### config.mk
export PLATFORM = sky130hd
export DESIGN_NAME = string_literal_unescaper
export DESIGN_NICKNAME = d
export VERILOG_FILES = /design/src/rtl/sle_pkg.sv /design/src/rtl/sle_core.sv /design/src/rtl/sle_out_fifo.sv /design/src/rtl/string_literal_unescaper.sv
export SDC_FILE = /design/constraint.sdc
export NUM_CORES = 1
export LEC_CHECK = 0
export BUFFER_PORTS_ARGS = -buffer_cell sky130_fd_sc_hd__buf_2
export CAP_MARGIN = 10
export CORE_UTILIZATION = 60
export DETAILED_ROUTE_END_ITERATION = 12
export GPL_TIMING_DRIVEN = 0
export PLACE_DENSITY = 0.87
export SYNTH_ARGS = -nofsm -noshare
export SYNTH_HDL_FRONTEND = slang
export SYNTH_SLANG_ARGS = --single-unit
### constraint.sdc
create_clock -name clk_i -period 7.5 [get_ports clk_i]
set_input_delay 1.875 -clock clk_i [delete_from_list [all_inputs] [get_ports clk_i]]
set_output_delay 1.875 -clock clk_i [all_outputs]
set_load 0.01 [all_outputs]
### src/rtl/sle_pkg.sv
// Shared types, character constants and decode helpers for the string literal unescaper.
`default_nettype none

package sle_pkg;

  localparam int unsigned CodeW      = 21;
  localparam int unsigned CharW      = 8;
  localparam int unsigned AccW       = 12;
  localparam int unsigned CharLimit  = 256;
  localparam int unsigned MaxResults = 2;
  localparam int unsigned OutDepth   = 4;
  localparam int unsigned OutPtrW    = $clog2(OutDepth);
  localparam int unsigned OutCntW    = $clog2(OutDepth + 1);
  localparam int unsigned InDataW    = 24;
  localparam int unsigned InUserW    = 2;
  localparam int unsigned OutDataW   = 8;
  localparam int unsigned OutUserW   = 2;

  localparam logic [CodeW-1:0] ChQuote  = CodeW'(8'h22);
  localparam logic [CodeW-1:0] ChApos   = CodeW'(8'h27);
  localparam logic [CodeW-1:0] ChBslash = CodeW'(8'h5c);
  localparam logic [CodeW-1:0] Ch0      = CodeW'(8'h30);
  localparam logic [CodeW-1:0] Ch7      = CodeW'(8'h37);
  localparam logic [CodeW-1:0] Ch9      = CodeW'(8'h39);
  localparam logic [CodeW-1:0] ChLa     = CodeW'(8'h61);
  localparam logic [CodeW-1:0] ChLb     = CodeW'(8'h62);
  localparam logic [CodeW-1:0] ChLf     = CodeW'(8'h66);
  localparam logic [CodeW-1:0] ChLn     = CodeW'(8'h6e);
  localparam logic [CodeW-1:0] ChLo     = CodeW'(8'h6f);
  localparam logic [CodeW-1:0] ChLr     = CodeW'(8'h72);
  localparam logic [CodeW-1:0] ChLt     = CodeW'(8'h74);
  localparam logic [CodeW-1:0] ChLv     = CodeW'(8'h76);
  localparam logic [CodeW-1:0] ChLx     = CodeW'(8'h78);
  localparam logic [CodeW-1:0] ChUa     = CodeW'(8'h41);
  localparam logic [CodeW-1:0] ChUf     = CodeW'(8'h46);
  localparam logic [CodeW-1:0] LowerHexBase = ChLa - CodeW'(10);
  localparam logic [CodeW-1:0] UpperHexBase = ChUa - CodeW'(10);

  typedef enum logic [1:0] {
    KIND_CHAR  = 2'd0,
    KIND_CLOSE = 2'd1,
    KIND_FAIL  = 2'd2
  } kind_e;

  typedef enum logic [5:0] {
    PH_IDLE = 6'b000001,
    PH_TEXT = 6'b000010,
    PH_ESC  = 6'b000100,
    PH_DEC  = 6'b001000,
    PH_OCT  = 6'b010000,
    PH_HEX  = 6'b100000
  } phase_e;

  typedef struct packed {
    kind_e            kind;
    logic [CharW-1:0] ch;
    logic             last;
  } result_t;

  typedef struct packed {
    logic [1:0] n;
    result_t    r0;
    result_t    r1;
  } push_t;

  typedef struct packed {
    logic             has;
    kind_e            kind;
    logic [CharW-1:0] ch;
    phase_e           phase;
    logic             clr;
  } content_t;

  typedef struct packed {
    logic       ok;
    logic [3:0] val;
  } digit_t;

  function automatic content_t content_step(logic eot, logic [CodeW-1:0] c);
    content_t r;
    r.has   = 1'b1;
    r.kind  = KIND_FAIL;
    r.ch    = '0;
    r.phase = PH_IDLE;
    r.clr   = 1'b1;
    if (!eot) begin
      if (c == ChQuote) begin
        r.kind = KIND_CLOSE;
      end else if (c == ChBslash) begin
        r.has   = 1'b0;
        r.phase = PH_ESC;
        r.clr   = 1'b0;
      end else if (c < CodeW'(CharLimit)) begin
        r.kind  = KIND_CHAR;
        r.ch    = c[CharW-1:0];
        r.phase = PH_TEXT;
        r.clr   = 1'b0;
      end
    end
    return r;
  endfunction

  function automatic digit_t digit_of(logic [CodeW-1:0] c, phase_e ph);
    digit_t d;
    d.ok  = 1'b0;
    d.val = '0;
    if (c >= Ch0 && c <= Ch9) begin
      d.val = 4'(c - Ch0);
      d.ok  = (ph == PH_DEC) || (ph == PH_HEX) || (c <= Ch7);
    end else if (ph == PH_HEX && c >= ChLa && c <= ChLf) begin
      d.val = 4'(c - LowerHexBase);
      d.ok  = 1'b1;
    end else if (ph == PH_HEX && c >= ChUa && c <= ChUf) begin
      d.val = 4'(c - UpperHexBase);
      d.ok  = 1'b1;
    end
    return d;
  endfunction

endpackage

`default_nettype wire

### src/rtl/sle_core.sv
// Input register, literal state and single-pass escape decode.
`default_nettype none

module sle_core (
  input  logic                        clk_i,
  input  logic                        rst_ni,
  input  logic                        s_axis_tvalid,
  output logic                        s_axis_tready,
  input  logic [sle_pkg::InDataW-1:0] s_axis_tdata,
  input  logic [sle_pkg::InUserW-1:0] s_axis_tuser,
  input  logic                        room_i,
  output sle_pkg::push_t              push_o
);
  import sle_pkg::*;

  logic             in_valid_q;
  logic             in_start_q;
  logic             in_eot_q;
  logic [CodeW-1:0] in_code_q;
  phase_e           phase_q, phase_d;
  logic [AccW-1:0]  accum_q, accum_d;
  logic             advance;
  logic             load;
  content_t         cs;
  digit_t           dg;
  logic [AccW-1:0]  acc_next;
  logic [1:0]       n;
  result_t          r0, r1;

  assign advance       = in_valid_q & room_i;
  assign s_axis_tready = ~in_valid_q | room_i;
  assign load          = s_axis_tvalid & s_axis_tready;

  always_ff @(posedge clk_i or negedge rst_ni) begin
    if (!rst_ni) begin
      in_valid_q <= 1'b0;
    end else if (s_axis_tready) begin
      in_valid_q <= s_axis_tvalid;
    end
  end

  always_ff @(posedge clk_i) begin
    if (load) begin
      in_start_q <= s_axis_tuser[0];
      in_eot_q   <= s_axis_tuser[1];
      in_code_q  <= s_axis_tdata[CodeW-1:0];
    end
  end

  always_comb begin
    dg = digit_of(in_code_q, phase_q);
    unique case (phase_q)
      PH_DEC:  acc_next = {accum_q[AccW-4:0], 3'b000} + {accum_q[AccW-2:0], 1'b0}
                          + AccW'(dg.val);
      PH_OCT:  acc_next = {accum_q[AccW-4:0], 3'b000} + AccW'(dg.val);
      default: acc_next = {accum_q[AccW-5:0], 4'b0000} + AccW'(dg.val);
    endcase
  end

  always_comb begin
    cs      = content_step(in_eot_q, in_code_q);
    phase_d = phase_q;
    accum_d = accum_q;
    n       = 2'd0;
    r0      = '{kind: KIND_FAIL, ch: '0, last: 1'b1};
    r1      = '{kind: KIND_FAIL, ch: '0, last: 1'b1};
    if (in_start_q) begin
      accum_d = '0;
      if (!in_eot_q && in_code_q == ChQuote) begin
        phase_d = PH_TEXT;
      end else begin
        phase_d = PH_IDLE;
        n       = 2'd1;
      end
    end else begin
      unique case (phase_q)
        PH_TEXT: begin
          phase_d = cs.phase;
          if (cs.clr) accum_d = '0;
          if (cs.has) begin
            n  = 2'd1;
            r0 = '{kind: cs.kind, ch: cs.ch, last: 1'b1};
          end
        end
        PH_ESC: begin
          phase_d = PH_TEXT;
          n       = 2'd1;
          r0.kind = KIND_CHAR;
          if (in_eot_q) begin
            phase_d = PH_IDLE;
            accum_d = '0;
            r0.kind = KIND_FAIL;
          end else begin
            case (in_code_q)
              ChBslash, ChQuote, ChApos: r0.ch = in_code_q[CharW-1:0];
              ChLa: r0.ch = CharW'(7);
              ChLb: r0.ch = CharW'(8);
              ChLf: r0.ch = CharW'(12);
              ChLn: r0.ch = CharW'(10);
              ChLr: r0.ch = CharW'(13);
              ChLt: r0.ch = CharW'(9);
              ChLv: r0.ch = CharW'(11);
              ChLo: begin
                n       = 2'd0;
                accum_d = '0;
                phase_d = PH_OCT;
              end
              ChLx: begin
                n       = 2'd0;
                accum_d = '0;
                phase_d = PH_HEX;
              end
              default: begin
                if (in_code_q >= Ch0 && in_code_q <= Ch9) begin
                  n       = 2'd0;
                  accum_d = AccW'(in_code_q - Ch0);
                  phase_d = PH_DEC;
                end else begin
                  phase_d = PH_IDLE;
                  accum_d = '0;
                  r0.kind = KIND_FAIL;
                end
              end
            endcase
          end
        end
        PH_DEC, PH_OCT, PH_HEX: begin
          if (!in_eot_q && dg.ok) begin
            if (accum_q < AccW'(CharLimit)) accum_d = acc_next;
          end else if (accum_q >= AccW'(CharLimit)) begin
            n       = 2'd1;
            phase_d = PH_IDLE;
            accum_d = '0;
          end else begin
            accum_d = '0;
            phase_d = cs.phase;
            r0      = '{kind: KIND_CHAR, ch: accum_q[CharW-1:0], last: ~cs.has};
            r1      = '{kind: cs.kind, ch: cs.ch, last: 1'b1};
            n       = cs.has ? 2'd2 : 2'd1;
          end
        end
        default: begin
          phase_d = PH_IDLE;
          accum_d = '0;
        end
      endcase
    end
  end

  always_ff @(posedge clk_i or negedge rst_ni) begin
    if (!rst_ni) begin
      phase_q <= PH_IDLE;
      accum_q <= '0;
    end else if (advance) begin
      phase_q <= phase_d;
      accum_q <= accum_d;
    end
  end

  assign push_o.n  = advance ? n : 2'd0;
  assign push_o.r0 = r0;
  assign push_o.r1 = r1;

endmodule

`default_nettype wire

### src/rtl/sle_out_fifo.sv
// Result queue: up to two results in a cycle, one word out a cycle on tready.
`default_nettype none

module sle_out_fifo (
  input  logic                         clk_i,
  input  logic                         rst_ni,
  input  sle_pkg::push_t               push_i,
  output logic                         room_o,
  output logic                         m_axis_tvalid,
  input  logic                         m_axis_tready,
  output logic [sle_pkg::OutDataW-1:0] m_axis_tdata,
  output logic [sle_pkg::OutUserW-1:0] m_axis_tuser,
  output logic                         m_axis_tlast
);
  import sle_pkg::*;

  result_t            mem_q [OutDepth];
  logic [OutPtrW-1:0] wptr_q, rptr_q;
  logic [OutCntW-1:0] cnt_q;
  logic               pop;
  result_t            head;

  assign pop    = m_axis_tvalid & m_axis_tready;
  assign room_o = cnt_q <= OutCntW'(OutDepth - MaxResults);

  always_ff @(posedge clk_i) begin
    if (push_i.n != 2'd0) mem_q[wptr_q] <= push_i.r0;
    if (push_i.n == 2'd2) mem_q[wptr_q + OutPtrW'(1)] <= push_i.r1;
  end

  always_ff @(posedge clk_i or negedge rst_ni) begin
    if (!rst_ni) begin
      wptr_q <= '0;
      rptr_q <= '0;
      cnt_q  <= '0;
    end else begin
      wptr_q <= wptr_q + OutPtrW'(push_i.n);
      rptr_q <= rptr_q + OutPtrW'(pop);
      cnt_q  <= cnt_q + OutCntW'(push_i.n) - OutCntW'(pop);
    end
  end

  assign head          = mem_q[rptr_q];
  assign m_axis_tvalid = cnt_q != '0;
  assign m_axis_tdata  = head.ch;
  assign m_axis_tuser  = head.kind;
  assign m_axis_tlast  = head.last;

endmodule

`default_nettype wire

### src/rtl/string_literal_unescaper.sv
// Top level of the double-quoted string literal unescaper.
//
//  channel   dir  tdata               tuser                          tlast
//  s_axis    in   [20:0] code         [0] start_req [1] end_of_text  -
//  m_axis    out  [7:0] out_char      [1:0] kind                     last
//
// One word in per cycle; a word is decoded in one pass between the input
// register and the result queue; its results enter the queue as the word leaves
// the register. Input stalls while a word is held and three or more results wait
// in the four-entry queue; under a stalled output the queue drain sets the rate.
// Reset idles the decoder and empties the queue; no clearing pass.
`default_nettype none

module string_literal_unescaper (
  input  logic                         clk_i,
  input  logic                         rst_ni,
  input  logic                         s_axis_tvalid,
  output logic                         s_axis_tready,
  input  logic [sle_pkg::InDataW-1:0]  s_axis_tdata,  // [20:0] code, [23:21] zero
  input  logic [sle_pkg::InUserW-1:0]  s_axis_tuser,  // [0] start_req, [1] end_of_text
  output logic                         m_axis_tvalid,
  input  logic                         m_axis_tready,
  output logic [sle_pkg::OutDataW-1:0] m_axis_tdata,  // [7:0] out_char
  output logic [sle_pkg::OutUserW-1:0] m_axis_tuser,  // [1:0] kind
  output logic                         m_axis_tlast
);
  import sle_pkg::*;

  push_t push;
  logic  room;

  sle_core u_core (
    .clk_i         (clk_i),
    .rst_ni        (rst_ni),
    .s_axis_tvalid (s_axis_tvalid),
    .s_axis_tready (s_axis_tready),
    .s_axis_tdata  (s_axis_tdata),
    .s_axis_tuser  (s_axis_tuser),
    .room_i        (room),
    .push_o        (push)
  );

  sle_out_fifo u_out_fifo (
    .clk_i         (clk_i),
    .rst_ni        (rst_ni),
    .push_i        (push),
    .room_o        (room),
    .m_axis_tvalid (m_axis_tvalid),
    .m_axis_tready (m_axis_tready),
    .m_axis_tdata  (m_axis_tdata),
    .m_axis_tuser  (m_axis_tuser),
    .m_axis_tlast  (m_axis_tlast)
  );

endmodule

`default_nettype wire

==> flow_summary_export.csv <==
group,metric,value,unit
yosys,synth_area_per_cell,10.7,sq um
routing,route.vias.total,5105,
yosys,yosysWarningCount,0,
global_routing,grt_pass1_wl,24.0,mm
setup_path,worst_path_largest_cell_delay,0.52,ns
timing,final_min_period_over_clock_period,69.9,%
setup_path,critical_path.max_fanout,10,
setup_path,worst_path_dominant_cell_family,"compound AO/OA/AOI/OAI gates",
setup_path,cp_data_required_time,7.77,ns
timing,worst-slew-pin-transition,1.03,ns
setup_path,worst_setup_path_category,"flip-flop to flip-flop",
yosys,post_synthesis_cell_area,6000,sq um
yosys,synth-edff-count,63,
routing,drcViolationCount,0,
timing,max_slew_margin,31.0,%
layout,fillers,754,
min_path,timing.hold.worst.class,"flip-flop to flip-flop",
routing,detail_route.wl_per_cell,19.4,um
yosys,post-synth-top-area-cell,"sky130_fd_sc_hd__edfxtp_1",
power_and_ir_drop,powerDensity,237,nW/um^2
floorplanning,boundaryPins,43,
setup_path,critical_path.endpoint_type,"flip-flop",
timing,grt_setup_unrepaired,"no",
floorplanning,placement_rows,36,
placement,place_congestion,0.967,
floorplanning,die_h,102,um
yosys,share_of_the_yosys_chip_area_belonging_to_registers,43.7,%
cts,cts.htree.levels,3,
layout,post_route_cells_drive_above_1_share,17.0,%
yosys,async_flop_share,28.0,%
placement,buffer_ports.inserted,39,
yosys,synth_ff_type,"sky130_fd_sc_hd__edfxtp_1",
cts,worst_setup_hold_path_clk_slew,0.11,ns
run_status,run_status,"finished, final reports clean",
global_routing,globalRouteTotalUtil,30.2,%
global_routing,grt_overflow,0,
yosys,yosysUniqueCellTypes,73,
job,cap_violations,0,
layout,post-route-util,67.5,%
setup_path,critPathSlowestCell,"sky130_fd_sc_hd__fa_1",
cts,ctsLongestPathBuffers,2,
cts,cts_resized,0,
cts,cts_made_buffers,9,
layout,area_grow_syn2layout,9.34,%
placement,placed_cell_area,6370,sq um
cts,clkSinkCount,93,
yosys,flip_flop_and_latch_count_after_synthesis,93,
global_routing,first_global_vias,4878,
routing,drt.antenna.violating_nets,0,
yosys,yosys-top-cells-area,"sky130_fd_sc_hd__edfxtp_1 (32%), sky130_fd_sc_hd__dfrtp_1 (10%), sky130_fd_sc_hd__ha_1 (6.9%)",
placement,post-dp-hpwl,11.1,mm
layout,nNetsFinal,680,
cts,clock_latency,0.37,ns
setup_path,worstSetupStartpointType,"flip-flop",
floorplanning,floorplan.die_area,10400,sq um
timing,timing.final.max_slew_violations,0,
yosys,mapped_cells,563,
layout,insertedDiodeCount,0,
routing,routed_via_density,6.79,
routing,route.final.wire_length,14.6,mm
setup_path,crit_arrival,5.51,ns
cts,root_buffer,"sky130_fd_sc_hd__clkbuf_8",
floorplanning,initial_utilization,61.7,%
power_and_ir_drop,static-leakage-power,2.50,nW
cts,postCtsSetupBuffers,0,
layout,final_design_instance_area_without_fill,6560,sq um
routing,drt_iter0_drcs,824,
timing,timing.final.crit_period,5.24,ns
setup_path,critical_path.cell_chain,"clkbuf_2 -> inv_1 -> ha_1 -> buf_2 -> nand2_1 -> nor3_1 -> a2bb2oi_1 -> o21ai_2 -> buf_2 -> nor2b_1 -> nor2_1 -> a21oi_1 -> fa_1 -> ha_1 -> a21o_1 -> a21oi_1 -> o21ai_0 -> o41ai_1 -> o21ai_0 -> xnor2_1 -> nand2_1 -> a32o_1",
global_routing,grt_max_degree,27,
routing,detailedRoute.firstPassIterationCount,7,
cts,cts_tree,"yes",
timing,timing.clock.skew,0.0171,ns
yosys,postSynthNetCount,629,
timing,hold_ws,0.502,ns
setup_path,worst-path-buf-inv,4,
timing,finalSetupViolations,0,
yosys,post-synth-top-area-fraction,31.5,%
power_and_ir_drop,power.ir.vdd_worst,0.152,mV
floorplanning,die_x,102,um
timing,max_clock_freq,191,MHz
timing,fin_setup_tns,0,ns
cts,holdBufCountCts,0,
global_routing,antenna_found_initial,0,
floorplanning,design.core.area,9730,sq um
timing,final-hold-violation-count,0,
==> routing by layer <==
metal | share of wire, % | vias up | track usage (%) | wire (um)
met5 | 0 | - | 0 | 0
met4 | 2.1 | 0 | 11.5 | 303
met3 | 9.0 | 42 | 6.57 | 1310
li1 | - | 2300 | - | -
met1 | 39 | 2448 | 37.6 | 5740
met2 | 50 | 315 | 51.4 | 7260
==> Yosys cell counts (7+ instances only) <==
master                      number
sky130_fd_sc_hd__edfxtp_1       63
sky130_fd_sc_hd__mux4_2         11
sky130_fd_sc_hd__clkbuf_1        8
sky130_fd_sc_hd__xnor2_1        15
sky130_fd_sc_hd__ha_1           33
sky130_fd_sc_hd__a22o_1          8
sky130_fd_sc_hd__o2bb2ai_1      33
sky130_fd_sc_hd__nand4_1         8
sky130_fd_sc_hd__inv_1          22
sky130_fd_sc_hd__nor3_1         12
sky130_fd_sc_hd__xor2_1         10
sky130_fd_sc_hd__nor2_1         35
sky130_fd_sc_hd__o21ai_0        20
sky130_fd_sc_hd__nand2_1        42
sky130_fd_sc_hd__a22oi_1         9
sky130_fd_sc_hd__a21oi_1        27
sky130_fd_sc_hd__dfrtp_1        25
sky130_fd_sc_hd__nor4_1          7
sky130_fd_sc_hd__and3_1          7
sky130_fd_sc_hd__nand3_1        21
sky130_fd_sc_hd__buf_2          16
==> power breakdown <==
| part | switching, W | leakage, nW | internal, W |
|---|---|---|---|
| clock network | 0.000192 | 0.100 | 0.000136 |
| logic | 0.000340 | 1.43 | 0.000204 |
| registers | 0.0000424 | 0.972 | 0.000642 |
==> per-stage QoR <==
stage / power [W] / setup slack (ns) / std cells
4_1_cts: 0.00155 / 2.32 / 752
6_report: 0.00156 / 2.26 / 752
3_3_place_gp: 0.00120 / 2.50 / 735
5_1_grt: 0.00164 / 1.97 / 752
3_5_place_dp: 0.00123 / 2.36 / 736
2_1_floorplan: 0.00107 / 3.10 / 563
==> flip-flops by register name, indices dropped and copies added, names as in the netlist <==
| register | cells |
|---|---|
| u_core.accum_q | 12 |
| u_core.in_valid_q | 1 |
| u_out_fifo.wptr_q | 2 |
| u_core.in_eot_q | 1 |
| u_out_fifo.rptr_q | 2 |
| u_out_fifo.cnt_q | 3 |
| u_core.in_start_q | 1 |
| u_core.phase_q | 6 |
| u_core.in_code_q | 21 |
| u_out_fifo.mem_q | 44 |
==> path summary, 6_finish.rpt <==
check	startpoint	end	slack, ns	cells after the start
setup / recovery	u_core.in_code_q[4]	u_core.accum_q[11]	2.26	22
hold / removal	u_out_fifo.cnt_q[2]	u_out_fifo.cnt_q[2]	0.50	1
setup reg to reg	u_core.in_code_q[4]	u_core.accum_q[11]	2.26	22
hold reg to reg	u_out_fifo.cnt_q[2]	u_out_fifo.cnt_q[2]	0.50	1
max in group asynchronous	rst_ni	u_core.phase_q[1]	5.57	1
min in group asynchronous	rst_ni	u_core.accum_q[1]	1.51	1
==> area by class of cell <==
cell class                 count  area [sq um]  area share (%)
multi-input combinational    417          3150            48.1
sequential                    93          2620            40.0
timing repair buffer          40           205            3.13
tap                          133           166            2.54
clock buffer                  10           138            2.10
buffer                        30           138            2.10
inverter                      23          86.3            1.32
clock inverter                 6          51.3           0.782
==> cells by family after synthesis <==
group	count (synthesis)	share of synthesized area [%]
simple gates	170	14.6
compound gates	167	21.0
flops	93	43.7
buf+inv	53	3.73
fa+ha+maj	36	7.88
xor+xnor	25	3.65
mux	19	5.52
==> placed cells by master, fill, tap and decap left out, types with 4 or more instances in the layout <==
master / count
sky130_fd_sc_hd__a211oi_1: 4
sky130_fd_sc_hd__a21oi_1: 27
sky130_fd_sc_hd__a221oi_1: 4
sky130_fd_sc_hd__a222oi_1: 6
sky130_fd_sc_hd__a22o_1: 8
sky130_fd_sc_hd__a22oi_1: 9
sky130_fd_sc_hd__a31oi_1: 6
sky130_fd_sc_hd__a32o_1: 4
sky130_fd_sc_hd__and2_1: 5
sky130_fd_sc_hd__and3_1: 7
sky130_fd_sc_hd__buf_1: 4
sky130_fd_sc_hd__buf_2: 55
sky130_fd_sc_hd__clkbuf_1: 8
sky130_fd_sc_hd__clkbuf_8: 10
sky130_fd_sc_hd__dfrtp_1: 25
sky130_fd_sc_hd__dfxtp_1: 4
sky130_fd_sc_hd__edfxtp_1: 63
sky130_fd_sc_hd__ha_1: 33
sky130_fd_sc_hd__inv_1: 22
sky130_fd_sc_hd__inv_6: 4
sky130_fd_sc_hd__mux2i_1: 5
sky130_fd_sc_hd__mux4_2: 11
sky130_fd_sc_hd__nand2_1: 42
sky130_fd_sc_hd__nand2b_1: 5
sky130_fd_sc_hd__nand3_1: 21
sky130_fd_sc_hd__nand4_1: 8
sky130_fd_sc_hd__nor2_1: 35
sky130_fd_sc_hd__nor2b_1: 5
sky130_fd_sc_hd__nor3_1: 12
sky130_fd_sc_hd__nor4_1: 7
sky130_fd_sc_hd__o211ai_1: 5
sky130_fd_sc_hd__o21ai_0: 20
sky130_fd_sc_hd__o21bai_1: 4
sky130_fd_sc_hd__o22ai_1: 5
sky130_fd_sc_hd__o2bb2ai_1: 33
sky130_fd_sc_hd__or3_1: 5
sky130_fd_sc_hd__xnor2_1: 15
sky130_fd_sc_hd__xor2_1: 10
Power figures use the tool's default switching activity.
